==> config.mk <==
export PLATFORM = sky130hd
export DESIGN_NAME = rts_pulse_frame_decoder
export DESIGN_NICKNAME = d
export VERILOG_FILES = /design/src/sv/rpfd_pkg.sv /design/src/sv/rpfd_datapath.sv /design/src/sv/rpfd_ctrl.sv /design/src/sv/rts_pulse_frame_decoder.sv
export SDC_FILE = /design/constraint.sdc
export NUM_CORES = 1
export LEC_CHECK = 0
export BUFFER_PORTS_ARGS = -buffer_cell sky130_fd_sc_hd__buf_2
export CORE_AREA = 5 5 292 294
export CTS_CLUSTER_DIAMETER = 200
export CTS_CLUSTER_SIZE = 14
export DETAILED_ROUTE_END_ITERATION = 12
export DIE_AREA = 0 0 297 299
export PLACE_DENSITY = 0.51
export SLEW_MARGIN = 20
export SYNTH_ARGS = -nofsm -noshare
export SYNTH_HDL_FRONTEND = slang
export SYNTH_SLANG_ARGS = --single-unit
==> constraint.sdc <==
create_clock -name clk -period 5.5 [get_ports clk]
set_input_delay 0.275 -clock clk [delete_from_list [all_inputs] [get_ports clk]]
set_output_delay 0.275 -clock clk [all_outputs]
set_load 0.005 [all_outputs]
==> src/sv/rpfd_pkg.sv <==
// ----------------------------------------------------------------------------
// rpfd_pkg
// Types and fixed timing constants for the remote-control pulse frame decoder.
// ----------------------------------------------------------------------------
package rpfd_pkg;

    localparam int DUR_W       = 17;
    localparam int FRAME_BYTES = 7;
    localparam logic [2:0] LAST_BYTE = 3'(FRAME_BYTES - 1);

    // Result status codes
    localparam logic [1:0] STATUS_NONE     = 2'd0;
    localparam logic [1:0] STATUS_FRAME    = 2'd1;
    localparam logic [1:0] STATUS_TIMING   = 2'd2;
    localparam logic [1:0] STATUS_CHECKSUM = 2'd3;

    // Nominal pulse lengths in microseconds, matched within +/-10%
    localparam int TOL_NUM = 10;
    localparam int TOL_DEN = 100;
    localparam int T_WAKE  = 12400;
    localparam int T_GAP   = 80600;
    localparam int T_HSYNC = 2560;
    localparam int T_SSYNC = 4800;

    localparam logic [DUR_W-1:0] WAKE_LO  = DUR_W'(T_WAKE - T_WAKE * TOL_NUM / TOL_DEN);
    localparam logic [DUR_W-1:0] WAKE_HI  = DUR_W'(T_WAKE + T_WAKE * TOL_NUM / TOL_DEN);
    localparam logic [DUR_W-1:0] GAP_LO   = DUR_W'(T_GAP - T_GAP * TOL_NUM / TOL_DEN);
    localparam logic [DUR_W-1:0] GAP_HI   = DUR_W'(T_GAP + T_GAP * TOL_NUM / TOL_DEN);
    localparam logic [DUR_W-1:0] HSYNC_LO = DUR_W'(T_HSYNC - T_HSYNC * TOL_NUM / TOL_DEN);
    localparam logic [DUR_W-1:0] HSYNC_HI = DUR_W'(T_HSYNC + T_HSYNC * TOL_NUM / TOL_DEN);
    localparam logic [DUR_W-1:0] SSYNC_LO = DUR_W'(T_SSYNC - T_SSYNC * TOL_NUM / TOL_DEN);
    localparam logic [DUR_W-1:0] SSYNC_HI = DUR_W'(T_SSYNC + T_SSYNC * TOL_NUM / TOL_DEN);

    localparam logic [DUR_W-1:0] SYNC_END_MIN = DUR_W'(660);
    localparam logic [DUR_W-1:0] SYNC_END_CUT = DUR_W'(800);
    localparam logic [DUR_W-1:0] RESIDUE_MIN  = DUR_W'(400);
    localparam logic [DUR_W-1:0] BIT_MAX      = DUR_W'(2000);
    localparam logic [DUR_W-1:0] HALF_MAX     = DUR_W'(1100);

    localparam logic [3:0] HSYNC_START = 4'd10;
    localparam logic [3:0] HSYNC_DONE  = 4'd14;

    typedef struct packed {
        logic [1:0]       channel;
        logic             level;
        logic [DUR_W-1:0] duration_us;
    } pulse_t;

    typedef struct packed {
        logic [1:0]  frame_status;
        logic [7:0]  frame_key;
        logic [3:0]  command;
        logic [15:0] rolling_code;
        logic [23:0] remote_address;
    } frame_t;

    typedef struct packed {
        logic start;
        logic pre_step;
        logic bit_step;
        logic rd_step;
        logic chk_step;
        logic load_out;
    } dp_cmd_t;

    typedef struct packed {
        logic pre_go;
        logic bit_done;
        logic frame_end;
        logic rd_last;
    } dp_sts_t;

endpackage

==> src/sv/rpfd_datapath.sv <==
// ----------------------------------------------------------------------------
// rpfd_datapath
// Per-channel preamble and bit state, frame byte memory, frame decode and
// result register.
// ----------------------------------------------------------------------------
module rpfd_datapath #(
    parameter int CHANNELS = 4
) (
    input  logic              clk,
    input  logic              rst_n,
    input  rpfd_pkg::pulse_t  pulse,
    input  rpfd_pkg::dp_cmd_t cmd,
    output rpfd_pkg::dp_sts_t sts,
    output rpfd_pkg::frame_t  frame
);
    import rpfd_pkg::*;

    localparam int CH_W      = (CHANNELS > 1) ? $clog2(CHANNELS) : 1;
    localparam int MEM_DEPTH = CHANNELS * FRAME_BYTES;
    localparam int AW        = $clog2(MEM_DEPTH);

    localparam logic [1:0] PRE_WAKE  = 2'd1;
    localparam logic [1:0] PRE_GAP   = 2'd2;
    localparam logic [1:0] SOFT_IDLE = 2'd0;
    localparam logic [1:0] SOFT_SEEN = 2'd1;
    localparam logic [1:0] SOFT_DONE = 2'd2;

    localparam logic [2:0] BYTE_KEY   = 3'd0;
    localparam logic [2:0] BYTE_CMD   = 3'd1;
    localparam logic [2:0] BYTE_CODEH = 3'd2;
    localparam logic [2:0] BYTE_CODEL = 3'd3;
    localparam logic [2:0] BYTE_ADDR0 = 3'd4;
    localparam logic [2:0] BYTE_ADDR1 = 3'd5;
    localparam logic [2:0] BYTE_ADDR2 = 3'd6;

    // Per-channel state
    logic       synced_reg    [CHANNELS];
    logic [1:0] pre_stage_reg [CHANNELS];
    logic [3:0] sync_cnt_reg  [CHANNELS];
    logic [1:0] soft_reg      [CHANNELS];
    logic       half_reg      [CHANNELS];
    logic [7:0] shift_reg     [CHANNELS];
    logic [2:0] cd_reg        [CHANNELS];
    logic [2:0] idx_reg       [CHANNELS];

    logic [7:0] frame_mem [MEM_DEPTH];

    // Current transaction
    logic [1:0]       ch_reg;
    logic             lvl_reg;
    logic [DUR_W-1:0] dur_reg;
    logic [DUR_W-1:0] dur_next;

    logic [CH_W-1:0] ch_idx;
    logic            ch_ok;
    logic [AW-1:0]   base_addr;

    logic       cur_synced;
    logic [1:0] cur_stage;
    logic [3:0] cur_cnt;
    logic [1:0] cur_soft;
    logic       cur_half;
    logic [7:0] cur_shift;
    logic [2:0] cur_cd;
    logic [2:0] cur_idx;

    logic       synced_next;
    logic [1:0] stage_next;
    logic [3:0] cnt_next;
    logic [1:0] soft_next;
    logic       half_next;
    logic [7:0] shift_next;
    logic [2:0] cd_next;
    logic [2:0] idx_next;

    logic       state_we;
    logic       mem_we;
    logic [7:0] mem_wdata;
    logic       rd_en;
    logic       timing_err;
    logic       pre_go;
    logic       bit_done;
    logic       frame_end;

    // Decode
    logic [2:0] rd_cnt_reg;
    logic [7:0] rd_data_reg;
    logic [7:0] prev_reg;
    logic [3:0] sum_reg;
    logic [3:0] chk_reg;
    logic [2:0] dec_idx;
    logic [7:0] plain;
    logic [7:0] sum_term;

    frame_t res_reg;
    frame_t out_reg;

    assign ch_idx    = CH_W'(ch_reg);
    assign ch_ok     = int'(ch_reg) < CHANNELS;
    assign base_addr = AW'(ch_idx) * AW'(FRAME_BYTES);

    assign cur_synced = synced_reg[ch_idx];
    assign cur_stage  = pre_stage_reg[ch_idx];
    assign cur_cnt    = sync_cnt_reg[ch_idx];
    assign cur_soft   = soft_reg[ch_idx];
    assign cur_half   = half_reg[ch_idx];
    assign cur_shift  = shift_reg[ch_idx];
    assign cur_cd     = cd_reg[ch_idx];
    assign cur_idx    = idx_reg[ch_idx];

    always_comb
    begin
        synced_next = cur_synced;
        stage_next  = cur_stage;
        cnt_next    = cur_cnt;
        soft_next   = cur_soft;
        half_next   = cur_half;
        shift_next  = cur_shift;
        cd_next     = cur_cd;
        idx_next    = cur_idx;
        dur_next    = dur_reg;
        pre_go      = 1'b0;
        bit_done    = 1'b0;
        frame_end   = 1'b0;
        timing_err  = 1'b0;
        mem_we      = 1'b0;
        mem_wdata   = cur_shift | {7'b0, lvl_reg};

        if (cmd.pre_step && ch_ok)
        begin
            if (cur_synced)
            begin
                pre_go = 1'b1;
            end
            else if (lvl_reg && dur_reg > WAKE_LO && dur_reg < WAKE_HI)
            begin
                stage_next = PRE_WAKE;
            end
            else if (!lvl_reg && cur_stage == PRE_WAKE && dur_reg > GAP_LO && dur_reg < GAP_HI)
            begin
                stage_next = PRE_GAP;
                cnt_next   = HSYNC_START;
            end
            else if (cur_stage == PRE_GAP && cur_cnt != HSYNC_DONE &&
                     dur_reg > HSYNC_LO && dur_reg < HSYNC_HI)
            begin
                cnt_next = cur_cnt + 4'd1;
            end
            else if (cur_cnt == HSYNC_DONE && cur_soft == SOFT_IDLE &&
                     dur_reg > SSYNC_LO && dur_reg < SSYNC_HI)
            begin
                soft_next = SOFT_SEEN;
            end
            else if (cur_soft == SOFT_SEEN && dur_reg >= SYNC_END_MIN)
            begin
                // sync end: whatever is left past the cut is already data
                dur_next    = (dur_reg >= SYNC_END_CUT) ? dur_reg - SYNC_END_CUT : '0;
                soft_next   = SOFT_DONE;
                synced_next = 1'b1;
                pre_go      = dur_next >= RESIDUE_MIN;
            end
            else
            begin
                cnt_next  = 4'd0;
                soft_next = SOFT_IDLE;
            end
        end

        if (cmd.bit_step)
        begin
            if (dur_reg == '0)
            begin
                bit_done = 1'b1;
            end
            else if (cur_idx != LAST_BYTE && dur_reg > BIT_MAX)
            begin
                timing_err  = 1'b1;
                bit_done    = 1'b1;
                synced_next = 1'b0;
                idx_next    = 3'd0;
                half_next   = 1'b0;
                shift_next  = 8'd0;
                cd_next     = 3'd7;
            end
            else
            begin
                dur_next = (dur_reg > HALF_MAX) ? (dur_reg >> 1) : '0;
                bit_done = dur_next == '0;
                if (!cur_half)
                begin
                    half_next = 1'b1;
                end
                else
                begin
                    // second half of a bit: its level is the bit value
                    half_next = 1'b0;
                    if (cur_cd != 3'd0)
                    begin
                        shift_next = cur_shift | (8'(lvl_reg) << cur_cd);
                        cd_next    = cur_cd - 3'd1;
                    end
                    else
                    begin
                        mem_we     = 1'b1;
                        shift_next = 8'd0;
                        cd_next    = 3'd7;
                        if (cur_idx == LAST_BYTE)
                        begin
                            frame_end   = 1'b1;
                            bit_done    = 1'b1;
                            synced_next = 1'b0;
                            idx_next    = 3'd0;
                        end
                        else
                        begin
                            idx_next = cur_idx + 3'd1;
                        end
                    end
                end
            end
        end
    end

    assign state_we = (cmd.pre_step && ch_ok) || cmd.bit_step;

    always_ff @(posedge clk or negedge rst_n)
    begin
        if (!rst_n)
        begin
            for (int c = 0; c < CHANNELS; c++)
            begin
                synced_reg[c]    <= 1'b0;
                pre_stage_reg[c] <= 2'd0;
                sync_cnt_reg[c]  <= 4'd0;
                soft_reg[c]      <= SOFT_IDLE;
                half_reg[c]      <= 1'b0;
                shift_reg[c]     <= 8'd0;
                cd_reg[c]        <= 3'd7;
                idx_reg[c]       <= 3'd0;
            end
            rd_cnt_reg <= 3'd0;
        end
        else
        begin
            if (state_we)
            begin
                synced_reg[ch_idx]    <= synced_next;
                pre_stage_reg[ch_idx] <= stage_next;
                sync_cnt_reg[ch_idx]  <= cnt_next;
                soft_reg[ch_idx]      <= soft_next;
                half_reg[ch_idx]      <= half_next;
                shift_reg[ch_idx]     <= shift_next;
                cd_reg[ch_idx]        <= cd_next;
                idx_reg[ch_idx]       <= idx_next;
            end
            if (cmd.start)
            begin
                rd_cnt_reg <= 3'd0;
            end
            else if (cmd.rd_step)
            begin
                rd_cnt_reg <= rd_cnt_reg + 3'd1;
            end
        end
    end

    // Frame byte memory: one write port, one registered read port
    assign rd_en = cmd.rd_step && rd_cnt_reg != 3'(FRAME_BYTES);

    always_ff @(posedge clk)
    begin
        if (mem_we)
        begin
            frame_mem[base_addr + AW'(cur_idx)] <= mem_wdata;
        end
        if (rd_en)
        begin
            rd_data_reg <= frame_mem[base_addr + AW'(rd_cnt_reg)];
        end
    end

    // Read data lags the count by one; undo the XOR chaining byte by byte
    assign dec_idx  = rd_cnt_reg - 3'd1;
    assign plain    = (dec_idx == BYTE_KEY) ? rd_data_reg : (rd_data_reg ^ prev_reg);
    assign sum_term = (dec_idx == BYTE_CMD) ? {plain[7:4], 4'h0} : plain;

    always_ff @(posedge clk)
    begin
        if (cmd.start)
        begin
            ch_reg  <= pulse.channel;
            lvl_reg <= pulse.level;
            dur_reg <= pulse.duration_us;
            res_reg <= '0;
            sum_reg <= 4'h0;
        end
        else
        begin
            dur_reg <= dur_next;
            if (cmd.bit_step && timing_err)
            begin
                res_reg.frame_status <= STATUS_TIMING;
            end
            if (cmd.rd_step && rd_cnt_reg != 3'd0)
            begin
                prev_reg <= rd_data_reg;
                sum_reg  <= sum_reg ^ sum_term[7:4] ^ sum_term[3:0];
                case (dec_idx)
                    BYTE_KEY:   res_reg.frame_key <= plain;
                    BYTE_CMD:
                    begin
                        res_reg.command <= plain[7:4];
                        chk_reg         <= plain[3:0];
                    end
                    BYTE_CODEH: res_reg.rolling_code[15:8]   <= plain;
                    BYTE_CODEL: res_reg.rolling_code[7:0]    <= plain;
                    BYTE_ADDR0: res_reg.remote_address[7:0]  <= plain;
                    BYTE_ADDR1: res_reg.remote_address[15:8] <= plain;
                    BYTE_ADDR2: res_reg.remote_address[23:16] <= plain;
                    default:    ;
                endcase
            end
            if (cmd.chk_step)
            begin
                res_reg.frame_status <= (sum_reg == chk_reg) ? STATUS_FRAME : STATUS_CHECKSUM;
            end
        end
        if (cmd.load_out)
        begin
            out_reg <= res_reg;
        end
    end

    assign sts.pre_go    = pre_go;
    assign sts.bit_done  = bit_done;
    assign sts.frame_end = frame_end;
    assign sts.rd_last   = rd_cnt_reg == 3'(FRAME_BYTES);
    assign frame         = out_reg;

    a_frame_end_clears: assert property (@(posedge clk) disable iff (!rst_n)
        (cmd.bit_step && frame_end) |=> (!cur_synced && cur_idx == 3'd0))
        else $error("frame end did not release the channel");

    a_timing_err_status: assert property (@(posedge clk) disable iff (!rst_n)
        (cmd.bit_step && timing_err) |=> (res_reg.frame_status == STATUS_TIMING && !cur_synced))
        else $error("timing error not reflected in status or sync");

    a_empty_fields_zero: assert property (@(posedge clk) disable iff (!rst_n)
        (cmd.load_out && (res_reg.frame_status == STATUS_NONE ||
                          res_reg.frame_status == STATUS_TIMING))
        |=> (frame.frame_key == 8'd0 && frame.command == 4'd0 &&
             frame.rolling_code == 16'd0 && frame.remote_address == 24'd0))
        else $error("non-frame result carries frame fields");

endmodule

==> src/sv/rpfd_ctrl.sv <==
// ----------------------------------------------------------------------------
// rpfd_ctrl
// Sequencer: accepts a pulse, steps preamble and half-bit work, runs the frame
// read-back and hands the result to the output register.
// ----------------------------------------------------------------------------
module rpfd_ctrl (
    input  logic              clk,
    input  logic              rst_n,
    input  logic              pulse_valid,
    output logic              pulse_stall,
    output logic              frame_valid,
    input  logic              frame_stall,
    input  rpfd_pkg::dp_sts_t sts,
    output rpfd_pkg::dp_cmd_t cmd
);
    import rpfd_pkg::*;

    typedef enum logic [2:0] {
        S_IDLE,
        S_PRE,
        S_BIT,
        S_RD,
        S_CHK,
        S_OUT
    } state_t;

    state_t state_reg;
    state_t state_next;
    logic   frame_valid_reg;
    logic   frame_valid_next;
    logic   pulse_stall_reg;
    logic   pulse_stall_next;
    logic   out_free;

    assign out_free = !frame_valid_reg || !frame_stall;

    always_comb
    begin
        state_next       = state_reg;
        frame_valid_next = frame_valid_reg && frame_stall;
        cmd              = '0;
        case (state_reg)
            S_IDLE:
            begin
                if (pulse_valid)
                begin
                    cmd.start  = 1'b1;
                    state_next = S_PRE;
                end
            end
            S_PRE:
            begin
                cmd.pre_step = 1'b1;
                state_next   = sts.pre_go ? S_BIT : S_OUT;
            end
            S_BIT:
            begin
                cmd.bit_step = 1'b1;
                if (sts.frame_end)
                begin
                    state_next = S_RD;
                end
                else if (sts.bit_done)
                begin
                    state_next = S_OUT;
                end
            end
            S_RD:
            begin
                cmd.rd_step = 1'b1;
                if (sts.rd_last)
                begin
                    state_next = S_CHK;
                end
            end
            S_CHK:
            begin
                cmd.chk_step = 1'b1;
                state_next   = S_OUT;
            end
            S_OUT:
            begin
                if (out_free)
                begin
                    cmd.load_out     = 1'b1;
                    frame_valid_next = 1'b1;
                    state_next       = S_IDLE;
                end
            end
            default:
            begin
                state_next = S_IDLE;
            end
        endcase
    end

    assign pulse_stall_next = state_next != S_IDLE;

    always_ff @(posedge clk or negedge rst_n)
    begin
        if (!rst_n)
        begin
            state_reg       <= S_IDLE;
            frame_valid_reg <= 1'b0;
            pulse_stall_reg <= 1'b0;
        end
        else
        begin
            state_reg       <= state_next;
            frame_valid_reg <= frame_valid_next;
            pulse_stall_reg <= pulse_stall_next;
        end
    end

    assign pulse_stall = pulse_stall_reg;
    assign frame_valid = frame_valid_reg;

    a_stall_tracks_state: assert property (@(posedge clk) disable iff (!rst_n)
        pulse_stall_reg == (state_reg != S_IDLE))
        else $error("input stall out of step with sequencer");

    a_out_wait: assert property (@(posedge clk) disable iff (!rst_n)
        (state_reg == S_OUT && frame_valid_reg && frame_stall) |=> state_reg == S_OUT)
        else $error("result left before output register was free");

    a_load_sets_valid: assert property (@(posedge clk) disable iff (!rst_n)
        cmd.load_out |=> (frame_valid_reg && state_reg == S_IDLE))
        else $error("loaded result not presented");

endmodule

==> src/sv/rts_pulse_frame_decoder.sv <==
// ----------------------------------------------------------------------------
// rts_pulse_frame_decoder
// Manchester remote-control frame receiver working on timed line pulses.
// ----------------------------------------------------------------------------
// Input channel pulse / pulse_valid / pulse_stall: one transaction per pulse,
// giving the receiver line, its level and its length in microseconds.
// Output channel frame / frame_valid / frame_stall: exactly one transaction
// per pulse, with a status (none, frame, timing error, checksum error) and the
// decoded key, command, rolling code and address.
// A pulse is taken, passes the preamble step and then its half-bit steps; a long
// pulse in the last byte needs more steps, because the halving unit cuts one
// half-bit per cycle. A pulse that completes a frame then reads back the seven
// stored bytes, one per cycle from the single-read-port frame memory, followed
// by the checksum compare.
// One pulse is in work at a time; pulse_stall is high from acceptance until
// its result sits in the output register. That register frees the work side,
// so a new pulse is taken while frame_valid is stalled, and its result waits
// until the previous one is taken.
// Reset clears all channels to the unsynced preamble state and drops any
// pending result. Frame memory needs no clearing.
// ----------------------------------------------------------------------------
module rts_pulse_frame_decoder #(
    parameter int CHANNELS = 4
) (
    input  logic             clk,
    input  logic             rst_n,
    input  logic             pulse_valid,
    output logic             pulse_stall,
    input  rpfd_pkg::pulse_t pulse,
    output logic             frame_valid,
    input  logic             frame_stall,
    output rpfd_pkg::frame_t frame
);
    import rpfd_pkg::*;

    dp_cmd_t cmd;
    dp_sts_t sts;

    rpfd_ctrl u_ctrl (
        .clk         (clk),
        .rst_n       (rst_n),
        .pulse_valid (pulse_valid),
        .pulse_stall (pulse_stall),
        .frame_valid (frame_valid),
        .frame_stall (frame_stall),
        .sts         (sts),
        .cmd         (cmd)
    );

    rpfd_datapath #(
        .CHANNELS (CHANNELS)
    ) u_datapath (
        .clk   (clk),
        .rst_n (rst_n),
        .pulse (pulse),
        .cmd   (cmd),
        .sts   (sts),
        .frame (frame)
    );

endmodule

==> run_summary.xml <==
<?xml version="1.0" encoding="UTF-8"?>
<metrics>
  <group name="global_route">
    <metric name="grt_use_total" unit="">0.110</metric>
    <metric name="largest_net_degree_at_the_start_of_global_routing" unit="">81</metric>
    <metric name="vias_in_the_first_global_route" unit="">12661</metric>
    <metric name="antenna_found_initial" unit="">2</metric>
    <metric name="globalRoute.totalOverflow" unit="">0</metric>
    <metric name="wire_length_of_the_first_global_routing_pass" unit="mm">78.0</metric>
  </group>
  <group name="pwr">
    <metric name="leakagePower" unit="uW">0.00787</metric>
    <metric name="p_per_area" unit="nW/um^2">374</metric>
    <metric name="post-layout-total-power" unit="uW">8720</metric>
    <metric name="ir_worst_vdd" unit="uV">180</metric>
  </group>
  <group name="logic_synthesis">
    <metric name="dominantRegCellSynth" unit="">sky130_fd_sc_hd__edfxtp_1</metric>
    <metric name="synth_fp_nets" unit="">1559</metric>
    <metric name="synth-seq-cells" unit="">480</metric>
    <metric name="synth_sequential_area_ratio" unit="">0.644</metric>
    <metric name="synth_async_sr_flop_share" unit="">0.217</metric>
    <metric name="synth_top_cell_by_area" unit="">sky130_fd_sc_hd__edfxtp_1</metric>
    <metric name="synth.cells.most_frequent" unit="">301 x sky130_fd_sc_hd__edfxtp_1, 169 x sky130_fd_sc_hd__nand2_1, 117 x sky130_fd_sc_hd__nor2_1, 99 x sky130_fd_sc_hd__o21ai_1, 92 x sky130_fd_sc_hd__dfrtp_1</metric>
    <metric name="yosys.area.top_type_share" unit="">0.442</metric>
    <metric name="yosys_warnings" unit="">0</metric>
    <metric name="post_synth.cell_area_avg" unit="um^2">13.6</metric>
    <metric name="synthCells" unit="">1505</metric>
    <metric name="synth_edf_count" unit="">301</metric>
    <metric name="synth.distinct_cells" unit="">83</metric>
    <metric name="synth.top_cells.by_area" unit="">sky130_fd_sc_hd__edfxtp_1 44%, sky130_fd_sc_hd__dfrtp_1 11%, sky130_fd_sc_hd__mux4_2 9.7%, sky130_fd_sc_hd__dfxtp_1 7.3%, sky130_fd_sc_hd__nand2_1 3.1%</metric>
    <metric name="netlist_area" unit="um^2">20400</metric>
    <metric name="dominant_cell_by_count_in_the_synthesized_netlist" unit="">sky130_fd_sc_hd__edfxtp_1</metric>
  </group>
  <group name="layout">
    <metric name="multi_input_comb_area" unit="um^2">6870</metric>
    <metric name="layout.nets" unit="">1626</metric>
    <metric name="syn2layout_area_growth" unit="%">14.2</metric>
    <metric name="fill_cells" unit="">8315</metric>
    <metric name="largest_register_ffs" unit="">224</metric>
    <metric name="storage_cell_area" unit="um^2">13200</metric>
    <metric name="share_of_final_layout_standard_cells_stronger_than_drive_strength_1" unit="">0.174</metric>
  </group>
  <group name="worst_hold_path">
    <metric name="hold_path_class" unit="">input pin to flop</metric>
    <metric name="startpoint_of_the_worst_hold_path" unit="">pulse[9]</metric>
    <metric name="worst_hold_path.endpoint" unit="">u_datapath.dur_reg[9]</metric>
    <metric name="min_delay_path_depth" unit="">3</metric>
  </group>
  <group name="routing">
    <metric name="vias_per_cell" unit="">4.65</metric>
    <metric name="detail_route.first_pass.iterations" unit="">5</metric>
    <metric name="dr.first_iter.drc_count" unit="">873</metric>
    <metric name="post_drt_wl_per_cell" unit="um">18.7</metric>
    <metric name="drt_wl_total" unit="mm">50.1</metric>
    <metric name="antenna_violating_nets_post_route" unit="">0</metric>
    <metric name="via_count_of_the_routed_design" unit="">12431</metric>
    <metric name="drcViolationCount" unit="">0</metric>
  </group>
  <group name="worst_setup_path">
    <metric name="timing.setup.critical_path_class" unit="">flop to flop</metric>
    <metric name="endpoint_kind" unit="">flop</metric>
    <metric name="r2r_setup_slk" unit="ps">1130</metric>
    <metric name="crit_buf_inv" unit="">3</metric>
    <metric name="cp_slowest_stage_delay" unit="ps">1190</metric>
    <metric name="launch_point_of_the_worst_path" unit="">u_datapath.ch_idx[0]</metric>
    <metric name="critical_path.cell_chain" unit="">inv_1, ha_1, inv_1, fa_2, buf_4, mux4_2, nand2_1, a21oi_1, a21oi_1, o21ai_0</metric>
    <metric name="nature_of_the_critical_path_startpoint" unit="">flop</metric>
    <metric name="reg2reg_to" unit="">u_datapath.rd_data_reg[7]</metric>
    <metric name="worstPathRequired" unit="ps">5790</metric>
    <metric name="cpMaxStageDelayCell" unit="">sky130_fd_sc_hd__fa_2</metric>
    <metric name="cp_data_arrival_time" unit="ps">4670</metric>
    <metric name="r2r.worst_path.cells" unit="">10</metric>
    <metric name="critPathMaxFanout" unit="">33</metric>
    <metric name="r2r_start" unit="">u_datapath.ch_idx[0]</metric>
    <metric name="timing.critical_path.max_delay_family" unit="">adder cells</metric>
  </group>
  <group name="floorplan">
    <metric name="die_w" unit="um">297</metric>
    <metric name="start_util" unit="">0.247</metric>
    <metric name="die-height" unit="um">299</metric>
    <metric name="placeableCoreArea" unit="um^2">82600</metric>
    <metric name="boundaryPins" unit="">80</metric>
    <metric name="num_rows" unit="">106</metric>
    <metric name="design.die.area" unit="um^2">88800</metric>
  </group>
  <group name="flow_run">
    <metric name="drv.max_cap_violation_count" unit="">0</metric>
  </group>
  <group name="timing">
    <metric name="worst_clock_skew" unit="ps">26.1</metric>
    <metric name="timing.fmax" unit="GHz">0.229</metric>
    <metric name="tns" unit="ps">0</metric>
    <metric name="rsz_0062_raised_after_global_routing" unit="">false</metric>
    <metric name="finalMaxSlewViolations" unit="">0</metric>
    <metric name="finalSetupViolCount" unit="">0</metric>
    <metric name="timing.final.crit_share" unit="">0.795</metric>
    <metric name="postLayoutSetupSlackWorst" unit="ps">1130</metric>
    <metric name="maxSlewHeadroom" unit="">0.185</metric>
    <metric name="timing.hold.ws" unit="ps">17.7</metric>
    <metric name="layout_min_cycle_time" unit="ps">4370</metric>
    <metric name="finalHoldViolCount" unit="">0</metric>
    <metric name="worst_slew_pin_slew" unit="ps">1210</metric>
  </group>
  <group name="placed_design">
    <metric name="dp_hpwl" unit="mm">33.6</metric>
    <metric name="pre_cts_setup_slack" unit="ps">1050</metric>
    <metric name="finalWeightedCongestion" unit="">0.811</metric>
    <metric name="io_buffers" unit="">79</metric>
  </group>
  <group name="clock_network">
    <metric name="clk_transition_reported_paths" unit="ps">80</metric>
    <metric name="numCtsBuffers" unit="">40</metric>
    <metric name="root_buffer" unit="">sky130_fd_sc_hd__clkbuf_16</metric>
    <metric name="cts.htree.levels" unit="">2</metric>
    <metric name="worst_skew_pair.late_latency" unit="ps">590</metric>
    <metric name="cts_sinks" unit="">480</metric>
    <metric name="post_cts_repair_setup_buffers" unit="">0</metric>
    <metric name="cts_tree" unit="">yes</metric>
    <metric name="max-clock-path-buffers" unit="">3</metric>
  </group>
  <group name="run_status">
    <metric name="run_status" unit="">finished clean</metric>
  </group>
</metrics>
## layout make-up
| cell class | count | area share |
|---|---|---|
| Tap cell | 1080 | 0.0579 |
| Timing Repair Buffer | 114 | 0.0303 |
| Clock inverter | 4 | 0.00343 |
| Sequential cell | 480 | 0.564 |
| Antenna cell | 1 | 0.000107 |
| Multi-Input combinational cell | 912 | 0.294 |
| Inverter | 24 | 0.00386 |
| Clock buffer | 60 | 0.0461 |
## report_power, final
part	internal [uW]	switching (uW)
sequential	4120	332
clock	1370	1290
combinational	610	996
total	6100	2620
## logic make-up (layout without fill, tap and decap cells)
logic type,count (synthesis),count (layout),synth area share
multiplexers,111,111,0.109
XOR/XNOR,28,28,0.0120
AND/OR/NAND/NOR,436,436,0.101
AO/OA/AOI/OAI,307,307,0.0927
adder cells (fa/ha/maj),30,30,0.0191
other,0,1,0
buffers and inverters,113,202,0.0223
flip-flops,480,480,0.644
## layout by cell type (no fill, tap or decap), drive strengths merged, types with 10 or more instances in the layout
| master | n |
|---|---|
| nor4 | 10 |
| o21ai | 140 |
| nor3 | 13 |
| dfstp | 12 |
| and3 | 15 |
| nand4 | 10 |
| dfrtp | 92 |
| mux2i | 16 |
| buf | 97 |
| nor2 | 118 |
| mux4 | 88 |
| ha | 28 |
| a21oi | 53 |
| nand3 | 22 |
| inv | 26 |
| a211oi | 48 |
| a22oi | 17 |
| nor2b | 11 |
| dlygate4sd3 | 17 |
| nand2 | 170 |
| dfxtp | 75 |
| xor2 | 20 |
| clkbuf | 60 |
| or3 | 11 |
| edfxtp | 301 |
## metrics by stage
stage / cell area [um^2] / utilization / instances
after floorplan: 20400 / - / 1505
after global placement: 22000 / 0.266 / 2593
after CTS: 23300 / 0.282 / 2674
after global routing: 23300 / 0.282 / 2675
final: 23300 / 0.282 / 2675
after detailed placement: 22000 / 0.266 / 2593
## per-layer routing
| layer | GRT usage | up-vias | wire length [um] |
|---|---|---|---|
| li1 | - | 5799 | - |
| met1 | 0.146 | 6258 | 22200 |
| met2 | 0.185 | 300 | 24000 |
| met3 | 0.0233 | 72 | 2670 |
| met4 | 0.0301 | 2 | 1190 |
| met5 | 0 | - | 12 |
## tightest hold or removal path: cells and delay by family
family / cells / cell delay, ps
simple gates: 1 / 80
buf+inv: 1 / 120
compound gates: 1 / 90
## worst max-delay path by stage
stage | endpoint | slack [ps] | cells past startpoint
floorplan | u_datapath.rd_data_reg[5] | 1280 | 12
global placement | u_datapath.rd_data_reg[7] | 1090 | 10
detailed placement | u_datapath.rd_data_reg[7] | 1050 | 10
CTS | u_datapath.rd_data_reg[7] | 1020 | 10
global route | u_datapath.rd_data_reg[7] | 830 | 10
finish | u_datapath.rd_data_reg[7] | 1130 | 10
## timing repair
action | in CTS | in global routing
hold endpoints to repair | 40 | 0
hold buffers | 17 | 0
gates resized for setup | 0 | 0
Note: power is estimated with default switching activity, not from simulation.
